File: src/design/assert_macros.svh
// Assertion macros used by the queue RTL.
`ifndef ASSERT_MACROS_SVH
`define ASSERT_MACROS_SVH

// antecedent implies consequent in the same cycle
`define APQ_ASSERT_IMP(label, clk, rst_n, ante, cons, msg) \
	label: assert property (@(posedge clk) disable iff (!(rst_n)) (ante) |-> (cons)) \
		else $error(msg);

// antecedent implies consequent in the next cycle
`define APQ_ASSERT_NEXT(label, clk, rst_n, ante, cons, msg) \
	label: assert property (@(posedge clk) disable iff (!(rst_n)) (ante) |=> (cons)) \
		else $error(msg);

`endif

File: src/design/apq_pkg.sv
// Package: types, codes and defaults of the array priority queue.
package apq_pkg;

	localparam int DEPTH_DEF = 8;

	localparam logic CMD_ENQ = 1'b0;
	localparam logic CMD_DEQ = 1'b1;

	localparam logic [1:0] ST_DONE  = 2'd0;
	localparam logic [1:0] ST_FULL  = 2'd1;
	localparam logic [1:0] ST_EMPTY = 2'd2;

	typedef struct packed {
		logic signed [31:0] value;
		logic [7:0]         prio;
	} entry_t;

	typedef struct packed {
		logic [1:0]         status;
		logic signed [31:0] value;
		logic [7:0]         prio;
		logic [3:0]         occupancy;
	} result_t;

endpackage

File: src/design/apq_mem.sv
// Entry memory: one write port, one read port, registered read data.
module apq_mem #(
	parameter int DEPTH = 8,
	parameter int AW    = 3
) (
	input  logic            clk,
	input  logic            we,
	input  logic [AW-1:0]   waddr,
	input  apq_pkg::entry_t wdata,
	input  logic [AW-1:0]   raddr,
	output apq_pkg::entry_t rdata
);
	import apq_pkg::*;

	entry_t mem_q [DEPTH];

	always_ff @(posedge clk) begin
		if (we) begin
			mem_q[waddr] <= wdata;
		end
		rdata <= mem_q[raddr];
	end

endmodule

File: src/design/apq_ctrl.sv
// Queue sequencer: enqueue write, maximum scan and shift-down over the memory.
`include "assert_macros.svh"

module apq_ctrl #(
	parameter int DEPTH = 8,
	parameter int AW    = 3,
	parameter int CW    = 4
) (
	input  logic               clk,
	input  logic               arst_n,
	input  logic               in_valid,
	output logic               in_stall,
	input  logic               cmd,
	input  logic signed [31:0] new_value,
	input  logic [7:0]         new_priority,
	input  logic               res_free,
	output logic               res_load,
	output apq_pkg::result_t   res,
	output logic               mem_we,
	output logic [AW-1:0]      mem_waddr,
	output apq_pkg::entry_t    mem_wdata,
	output logic [AW-1:0]      mem_raddr,
	input  apq_pkg::entry_t    mem_rdata
);
	import apq_pkg::*;

	localparam logic [1:0] S_IDLE  = 2'd0;
	localparam logic [1:0] S_SCAN  = 2'd1;
	localparam logic [1:0] S_SHIFT = 2'd2;

	logic [1:0]    state_q;
	logic [CW-1:0] count_q;
	logic [CW-1:0] issue_q;
	logic          pend_q;
	logic [AW-1:0] pidx_q;
	entry_t        best_q;
	logic [AW-1:0] best_idx_q;

	logic accept;
	logic issue_more;
	logic is_full;
	logic is_empty;
	logic walk_done;

	assign issue_more = (issue_q < count_q);
	assign is_full    = (count_q == CW'(DEPTH));
	assign is_empty   = (count_q == '0);
	assign walk_done  = !pend_q && !issue_more;
	assign in_stall   = !((state_q == S_IDLE) && res_free);
	assign accept     = in_valid && !in_stall;

	always_comb begin
		res_load      = 1'b0;
		res.status    = ST_DONE;
		res.value     = '0;
		res.prio      = '0;
		res.occupancy = 4'(count_q);
		mem_we        = 1'b0;
		mem_waddr     = '0;
		mem_wdata     = mem_rdata;
		mem_raddr     = '0;
		case (state_q)
			S_IDLE: begin
				if (accept) begin
					res_load = 1'b1;
					if (cmd == CMD_ENQ) begin
						if (is_full) begin
							res.status = ST_FULL;
						end else begin
							mem_we          = 1'b1;
							mem_waddr       = count_q[AW-1:0];
							mem_wdata.value = new_value;
							mem_wdata.prio  = new_priority;
							res.occupancy   = 4'(count_q + 1'b1);
						end
					end else if (is_empty) begin
						res.status = ST_EMPTY;
					end else begin
						res_load = 1'b0;
					end
				end
			end
			S_SCAN: begin
				if (issue_more) begin
					mem_raddr = issue_q[AW-1:0];
				end
			end
			S_SHIFT: begin
				if (issue_more) begin
					mem_raddr = issue_q[AW-1:0];
				end
				if (pend_q) begin
					mem_we    = 1'b1;
					mem_waddr = pidx_q - 1'b1;
				end
				if (walk_done && res_free) begin
					res_load      = 1'b1;
					res.value     = best_q.value;
					res.prio      = best_q.prio;
					res.occupancy = 4'(count_q - 1'b1);
				end
			end
			default: begin
			end
		endcase
	end

	always_ff @(posedge clk or negedge arst_n) begin
		if (!arst_n) begin
			state_q    <= S_IDLE;
			count_q    <= '0;
			issue_q    <= '0;
			pend_q     <= 1'b0;
			pidx_q     <= '0;
			best_idx_q <= '0;
		end else begin
			case (state_q)
				S_IDLE: begin
					if (accept) begin
						if (cmd == CMD_ENQ) begin
							if (!is_full) begin
								count_q <= count_q + 1'b1;
							end
						end else if (!is_empty) begin
							state_q <= S_SCAN;
							issue_q <= '0;
							pend_q  <= 1'b0;
						end
					end
				end
				S_SCAN: begin
					if (issue_more) begin
						issue_q <= issue_q + 1'b1;
						pidx_q  <= issue_q[AW-1:0];
					end
					pend_q <= issue_more;
					if (pend_q && ((pidx_q == '0) || (mem_rdata.prio > best_q.prio))) begin
						best_idx_q <= pidx_q;
					end
					if (walk_done) begin
						state_q <= S_SHIFT;
						issue_q <= CW'(best_idx_q) + 1'b1;
						pend_q  <= 1'b0;
					end
				end
				S_SHIFT: begin
					if (issue_more) begin
						issue_q <= issue_q + 1'b1;
						pidx_q  <= issue_q[AW-1:0];
					end
					pend_q <= issue_more;
					if (walk_done && res_free) begin
						count_q <= count_q - 1'b1;
						state_q <= S_IDLE;
					end
				end
				default: begin
					state_q <= S_IDLE;
				end
			endcase
		end
	end

	// best entry payload, no reset needed
	always_ff @(posedge clk) begin
		if ((state_q == S_SCAN) && pend_q &&
				((pidx_q == '0) || (mem_rdata.prio > best_q.prio))) begin
			best_q <= mem_rdata;
		end
	end

	`APQ_ASSERT_IMP(a_count_bound, clk, arst_n, 1'b1, count_q <= CW'(DEPTH), "count above depth")
	`APQ_ASSERT_IMP(a_busy_nonempty, clk, arst_n, state_q != S_IDLE, count_q != '0, "busy while empty")
	`APQ_ASSERT_IMP(a_write_range, clk, arst_n, mem_we, CW'(mem_waddr) <= count_q, "write past fill")
	`APQ_ASSERT_NEXT(a_deq_start, clk, arst_n, accept && (cmd == CMD_DEQ) && !is_empty, state_q == S_SCAN, "dequeue did not start scan")

endmodule

File: src/design/array_priority_queue_top.sv
// Top level of the array priority queue: memory, sequencer and result register.
//
// Input channel: in_valid/in_stall carry one item (cmd, new_value, new_priority).
// Output channel: out_valid/out_stall carry one result item (status, out_value,
// out_priority, occupancy) for every input item, in order.
// An enqueue, or an operation refused as full or empty, completes in the cycle
// it is accepted; its result is registered and valid in the cycle after.
// A successful dequeue walks the stored entries through the single memory
// read port: a scan finds the highest priority (earliest entry on a tie),
// then the entries after the removed one are shifted down one place.
// Its result is loaded once the shift is done and the output register is free.
// Only one item is in work at a time; in_stall is high while a dequeue runs.
// A finished result sits in the output register; a new item is accepted while
// it is taken in the same cycle, and held off while out_stall keeps it.
// Reset empties the queue and clears out_valid; stored entries are
// not cleared and need none.
module array_priority_queue_top #(
	parameter int DEPTH = apq_pkg::DEPTH_DEF
) (
	input  logic               clk,
	input  logic               arst_n,
	input  logic               in_valid,
	output logic               in_stall,
	input  logic               cmd,
	input  logic signed [31:0] new_value,
	input  logic [7:0]         new_priority,
	output logic               out_valid,
	input  logic               out_stall,
	output logic [1:0]         status,
	output logic signed [31:0] out_value,
	output logic [7:0]         out_priority,
	output logic [3:0]         occupancy
);
	import apq_pkg::*;

	localparam int AW = (DEPTH > 1) ? $clog2(DEPTH) : 1;
	localparam int CW = $clog2(DEPTH + 1);

	logic          res_valid_q;
	result_t       res_q;
	logic          res_free;
	logic          res_load;
	result_t       res;
	logic          mem_we;
	logic [AW-1:0] mem_waddr;
	entry_t        mem_wdata;
	logic [AW-1:0] mem_raddr;
	entry_t        mem_rdata;

	assign res_free = !res_valid_q || !out_stall;

	apq_mem #(
		.DEPTH(DEPTH),
		.AW   (AW)
	) u_mem (
		.clk  (clk),
		.we   (mem_we),
		.waddr(mem_waddr),
		.wdata(mem_wdata),
		.raddr(mem_raddr),
		.rdata(mem_rdata)
	);

	apq_ctrl #(
		.DEPTH(DEPTH),
		.AW   (AW),
		.CW   (CW)
	) u_ctrl (
		.clk         (clk),
		.arst_n      (arst_n),
		.in_valid    (in_valid),
		.in_stall    (in_stall),
		.cmd         (cmd),
		.new_value   (new_value),
		.new_priority(new_priority),
		.res_free    (res_free),
		.res_load    (res_load),
		.res         (res),
		.mem_we      (mem_we),
		.mem_waddr   (mem_waddr),
		.mem_wdata   (mem_wdata),
		.mem_raddr   (mem_raddr),
		.mem_rdata   (mem_rdata)
	);

	always_ff @(posedge clk or negedge arst_n) begin
		if (!arst_n) begin
			res_valid_q <= 1'b0;
		end else if (res_load) begin
			res_valid_q <= 1'b1;
		end else if (!out_stall) begin
			res_valid_q <= 1'b0;
		end
	end

	always_ff @(posedge clk) begin
		if (res_load) begin
			res_q <= res;
		end
	end

	assign out_valid    = res_valid_q;
	assign status       = res_q.status;
	assign out_value    = res_q.value;
	assign out_priority = res_q.prio;
	assign occupancy    = res_q.occupancy;

endmodule
File: config.mk
export PLATFORM = sky130hd
export DESIGN_NAME = array_priority_queue_top
export DESIGN_NICKNAME = d
export VERILOG_FILES = /design/src/design/apq_pkg.sv /design/src/design/apq_mem.sv /design/src/design/apq_ctrl.sv /design/src/design/array_priority_queue_top.sv
export VERILOG_INCLUDE_DIRS = /design/src /design/src/design
export SDC_FILE = /design/constraint.sdc
export NUM_CORES = 1
export LEC_CHECK = 0
export ABC_CLOCK_PERIOD_IN_PS = 6800
export CAP_MARGIN = 20
export CORE_ASPECT_RATIO = 0.8
export CORE_MARGIN = 3
export CORE_UTILIZATION = 48
export CTS_CLUSTER_DIAMETER = 30
export DETAILED_ROUTE_END_ITERATION = 6
export DONT_BUFFER_PORTS = 1
export RECOVER_POWER = 50
export SLEW_MARGIN = 5
export SYNTH_ARGS = -nofsm -noshare
export SYNTH_HDL_FRONTEND = slang
export SYNTH_SLANG_ARGS = --single-unit
File: constraint.sdc
create_clock -name clk -period 6.8 [get_ports clk]
set_clock_uncertainty 0.15 [all_clocks]
set_input_delay 1.02 -clock clk [delete_from_list [all_inputs] [get_ports clk]]
set_output_delay 1.02 -clock clk [all_outputs]
set_load 0.02 [all_outputs]
# == After elaboration in Yosys (flattened, before gate mapping) ==
# Memories as Yosys holds them, arrays and structs flattened. A register that Yosys moved wholly into a read port is not among the register bits.
# Cells that the tools add are included.
# word_totals
latchBits,0
rom_bits,0
memories,1
mem_bits_rw,320
output_inout_bits,48
ff_bits,104
elab_cells,109
# classes
mul,0
bitwise_logic,0
shift,0
n_reduce_logical,27
mux,52
add_sub_neg,5
order_cmp,2
n_eq_ne,9
div,0
# mem_list
memory,depth,word_bits,rd,rd_clocked_by_memory_dff,write_ports,line,rtl
u_mem.mem_q,8,40,1,1,1,apq_mem.sv:15,entry_t mem_q [DEPTH];
# op_table
cell,n
$mux 40,4
$mux 4,10
$mux 3,6
$mux 1,17
$pmux 4 s2,2
$mux 2,7
$pmux 4 s3,1
$reduce_and 2->1,5
$add 4x1->4 const B,2
$gt 8x8->1,1
$ne 2x1->1 const B,4
$logic_and 1x1->1,7
$pmux 2 s3,1
$pmux 3 s2,1
$logic_not 1->1,5
$reduce_and 5->1,1
$add 3x1->4 const B,1
$eq 4x4->1 const B,1
$logic_not 4->1,1
$lt 4x4->1,1
$ne 2x2->1 const B,2
$pmux 1 s2,2
$reduce_and 4->1,1
$sub 4x1->4 const B,1
other kinds (10),11

# == Depth between registers and ports, before layout ==
# logic_depth
depth_word,8
mapped_depth,14
mapped_depth_nobuf,11

# == By module ==
# From an unflattened synthesis, not the netlist that was laid out.
# hier_totals
hier_cells,905
area_unflattened_um2,18256.3
# by_module_without_submodules
mod,n_inst,area_each_um2,cells_per_inst,seq_area_each_um2
apq_mem,1,13171.4,515,10410.0
apq_ctrl,1,3667.3,341,1626.6
array_priority_queue_top,1,1417.6,49,1406.3

# == Least setup slack after synthesis ==
# Ideal clock, no wire load.
# synth_path
path_kind,reg-to-reg
from,register u_ctrl.count_q[1]
to,"register res_q, in the netlist occupancy[0], enable pin"
n_path_buf,1
synth_period_minus_slack_ns,5.508
slack_ns,1.292
setup_ns,0.515
arrival_time_ns,4.843
path_stages_with_launch,7
cell_sequence,dfrtp_1 clkbuf_1 inv_1 ha_1 or3b_1 and2_2 o21ai_0
# synth_via
elab_chain_len,6
elab_cells_between_ends,10
classes_between,1 x order compare; 5 x mux; 4 x reduce/logical
# synth_rtl
element,line,rtl
from (decl),apq_ctrl.sv:32,logic [CW-1:0] count_q;
from (signal assigned),apq_ctrl.sv:122,count_q <= count_q + 1'b1;
from (signal assigned),apq_ctrl.sv:153,count_q <= count_q - 1'b1;
$lt 4x4->1,apq_ctrl.sv:45,assign issue_more = (issue_q < count_q);
$logic_not 1->1,apq_ctrl.sv:48,assign walk_done = !pend_q && !issue_more;
$logic_and 1x1->1,apq_ctrl.sv:48,
$logic_and 1x1->1,apq_ctrl.sv:96,if (walk_done && res_free) begin
$mux 1,apq_ctrl.sv:96,
$pmux 1 s2 *,apq_ctrl.sv:62,case (state_q)
net res_load,array_priority_queue_top.sv:42,logic res_load;
to (signal assigned),array_priority_queue_top.sv:98,res_q <= res;
to (decl),array_priority_queue_top.sv:40,result_t res_q;
# The timed path passes the listed nets; every way through them passes the cells marked *.
# A chain may end at the register's enable or synchronous reset.

# == Worst setup path after layout ==
# layout_path
from,register u_ctrl.state_q[1]
to,"memory u_mem.mem_q[3][23] (netlist bit), enable pin"
# layout_via
elab_chain_len,7
elab_cells_between_ends,10
classes_between,1 x eq/ne; 6 x mux; 3 x reduce/logical
# layout_rtl
element,line,rtl
from (decl),apq_ctrl.sv:31,logic [1:0] state_q;
from (signal assigned),apq_ctrl.sv:110,state_q <= S_IDLE;
from (signal assigned),apq_ctrl.sv:125,state_q <= S_SCAN;
from (signal assigned),apq_ctrl.sv:141,state_q <= S_SHIFT;
$logic_not 2->1,"apq_ctrl.sv:49, apq_ctrl.sv:62",
$logic_and 1x1->1,apq_ctrl.sv:49,assign in_stall = !((state_q == S_IDLE) && res_free);
$logic_and 1x1->1,apq_ctrl.sv:50,assign accept = in_valid && !in_stall;
$mux 1,apq_ctrl.sv:64,if (accept) begin
$pmux 1 s2,apq_ctrl.sv:62,
$mux 1,apq_mem.sv:18,if (we) begin
$mux 1 (implied by the code),apq_mem.sv:19,mem_q[waddr] <= wdata;
to (decl),apq_mem.sv:15,
# Several ways; a longest one is shown, not always the timed one.

==> out/qor.csv <==
metric,value,unit
synth_edf_count,406,
dpl-instance-area,18800,sq um
avgRoutedWirePerCell,23.6,um
cp_cell_sequence,inv_1 -> ha_1 -> a21boi_0 -> nand3_1 -> o22ai_1 -> nand2_1 -> nor2_1 -> buf_4,
register_area,13400,sq um
antenna_found_initial,4,
fin_util,0.582,
fmax,0.198,GHz
initial_utilization,0.488,
area_growth,19.3,%
crit_type,register to register,
nNetsFinal,1189,
r2r_cells,8,
critical-path-top-delay-family,simple AND/OR/NAND/NOR gates,
vdd_drop_max,0.000220,V
avgSynthCellArea,17.1,sq um
dr.first_iter.drc_count,806,
worstMarginPinSlew,2.27,ns
fp.coreArea,37200,sq um
leakage,7.53,nW
synth.distinct_cells,63,
htree_levels,3,
critPathCaptureType,register,
cp.required,6.86,ns
worst_path_max_delay_cell,nand3_1,
whs,0.272,ns
pin_count,93,
cts_resized,0,
die_area,40200,sq um
crit_buf_inv,2,
max_slew_margin,-0.513,
finalCritPeriodShare,0.742,
setup.worst_path.start,u_ctrl.state_q[1],
hold_viol,0,
cts_sinks,464,
violations,"capacitance limit, slew limit",
port_buffers,0,
hold_class,register to register,
finalSetupTns,0,ns
syn_inst,1062,
slew_violations,70,
drive_above_1_share,0.212,
clkLatencyLatePin,0.60,ns
drtPass1Iterations,5,
clkTransAtPathRegs,0.04,ns
grt_pass1_vias,9666,
grt_overflow,0,
synth_ff_type,edfxtp_1,
rsz0062_at_grt,no,
rows,63,
layout_commonest_cell,edfxtp_1,
cts_root_buffer,clkbuf_16,
r2r_start,u_ctrl.state_q[1],
finalSetupViolCount,0,
die_height,180,um
arrival,5.11,ns
drc,0,
synth_nets,1130,
design_area,21700,sq um
grt_pass1_wl,60.4,mm
grt_max_degree,90,
gp_congestion,0.844,
finalCriticalPeriod,5.05,ns
synthesis.area,18100,sq um
yosys_warnings,0,
hpwl,21.2,mm
final_cell_mix,"406 x edfxtp_1, 108 x nand2_1, 86 x clkbuf_16",
viasPerCell,5.66,
ant_nets,0,
hold_depth,0,
multi_input_area,4460,sq um
cts_tree,yes,
start_kind,register,
outcome,finished with violations,
routed_wl,39.6,mm
powerDensity,456,nW/um^2
cap_violations,2,
die_w,223,um
cp_slowest_stage_delay,1.05,ns
vias,9507,
num-fill-cells,2794,
clockBufferDepth,3,
grt_usage,0.201,
numCtsBuffers,85,
critPathMaxFanout,33,
ys_async_sr_fraction,0.0388,
cp.depth,8,
yosys_register_bits,464,
power.total,9.87,mW
yosysSeqAreaShare,0.741,
min_from,u_mem.rdata[37],
## layout make-up
type | instances | area share
antenna | 1 | 0.000116
clock buffer | 104 | 0.106
clock inverter | 53 | 0.0277
inverter | 24 | 0.00416
multi-input combinational | 525 | 0.206
sequential | 464 | 0.621
tap | 487 | 0.0281
timing repair buffer | 21 | 0.00705
## metal layers
metal  GRT usage  wire length (um)  share of wire
met1       0.295             18400           0.46
met2       0.299             18000           0.45
met3      0.0501              2300          0.058
met4      0.0650               880          0.022
met5           0                13        0.00033
## registers in the layout, summed over array words and instances (netlist names), 2 cells and up
signal,flops
out_value,32
u_ctrl.state_q,2
u_ctrl.pidx_q,3
u_ctrl.best_idx_q,3
u_mem.rdata,40
u_ctrl.count_q,4
u_mem.mem_q,320
status,2
u_ctrl.issue_q,4
occupancy,4
out_priority,8
u_ctrl.best_q,40
## final timing paths
kind | endpoint | slack (ns)
hold / removal | u_ctrl.best_q[37] | 0.27
min in group asynchronous | u_ctrl.pidx_q[1] | 0.86
setup reg to reg | u_mem.mem_q[3][23] | 1.75
hold reg to reg | u_ctrl.best_q[37] | 0.27
max in group asynchronous | u_ctrl.count_q[3] | 5.07
setup / recovery | u_mem.mem_q[3][23] | 1.75
## synthesized netlist by cell type (all sizes together) (17+ instances only)
| cell | number | share of area |
|---|---|---|
| a21oi | 28 | 0.0077 |
| inv | 23 | 0.0048 |
| clkbuf | 25 | 0.0052 |
| nor2 | 39 | 0.0083 |
| edfxtp | 406 | 0.67 |
| nand3 | 18 | 0.0050 |
| mux2 | 58 | 0.036 |
| buf | 24 | 0.0072 |
| o21ai | 26 | 0.0074 |
| and3 | 17 | 0.0059 |
| nand2 | 109 | 0.023 |
| dfxtp | 40 | 0.044 |
| ha | 23 | 0.016 |
| dfrtp | 18 | 0.025 |
| and2 | 39 | 0.014 |
| mux4 | 54 | 0.067 |
## metrics by stage
stage,worst slack (ns),cells
CTS,2.51,1678
global placement,2.59,1520
finish,1.75,1679
detailed placement,2.50,1520
global route,1.32,1678
floorplan,1.29,1062
## cell families (layout without fill, tap and decap cells)
| family | count (synthesis) | after routing | synth area share |
|---|---|---|---|
| AOI/OAI and AO/OA | 121 | 121 | 0.0472 |
| xor gates and xnor gates | 2 | 2 | 0.000965 |
| adders and majority gates | 23 | 23 | 0.0159 |
| buffers and inverters | 73 | 202 | 0.0174 |
| DFF | 464 | 464 | 0.741 |
| muxes | 127 | 127 | 0.111 |
| other | 0 | 1 | 0 |
| and+or+nand+nor | 252 | 252 | 0.0666 |
## power breakdown
group	switching [mW]	total, mW	internal [mW]	leakage (nW)
clock network	1.43	4.15	2.73	1.39
logic	1.09	1.71	0.625	1.90
registers	0.207	4.00	3.80	4.25
## what timing repair did
action | 4_1_cts | 5_1_grt
hold buffers | 1 | 0
endpoints found under the hold margin | 18 | 0
buffers inserted | 0 | 0
No activity file was read; power rests on OpenSTA's default activity.
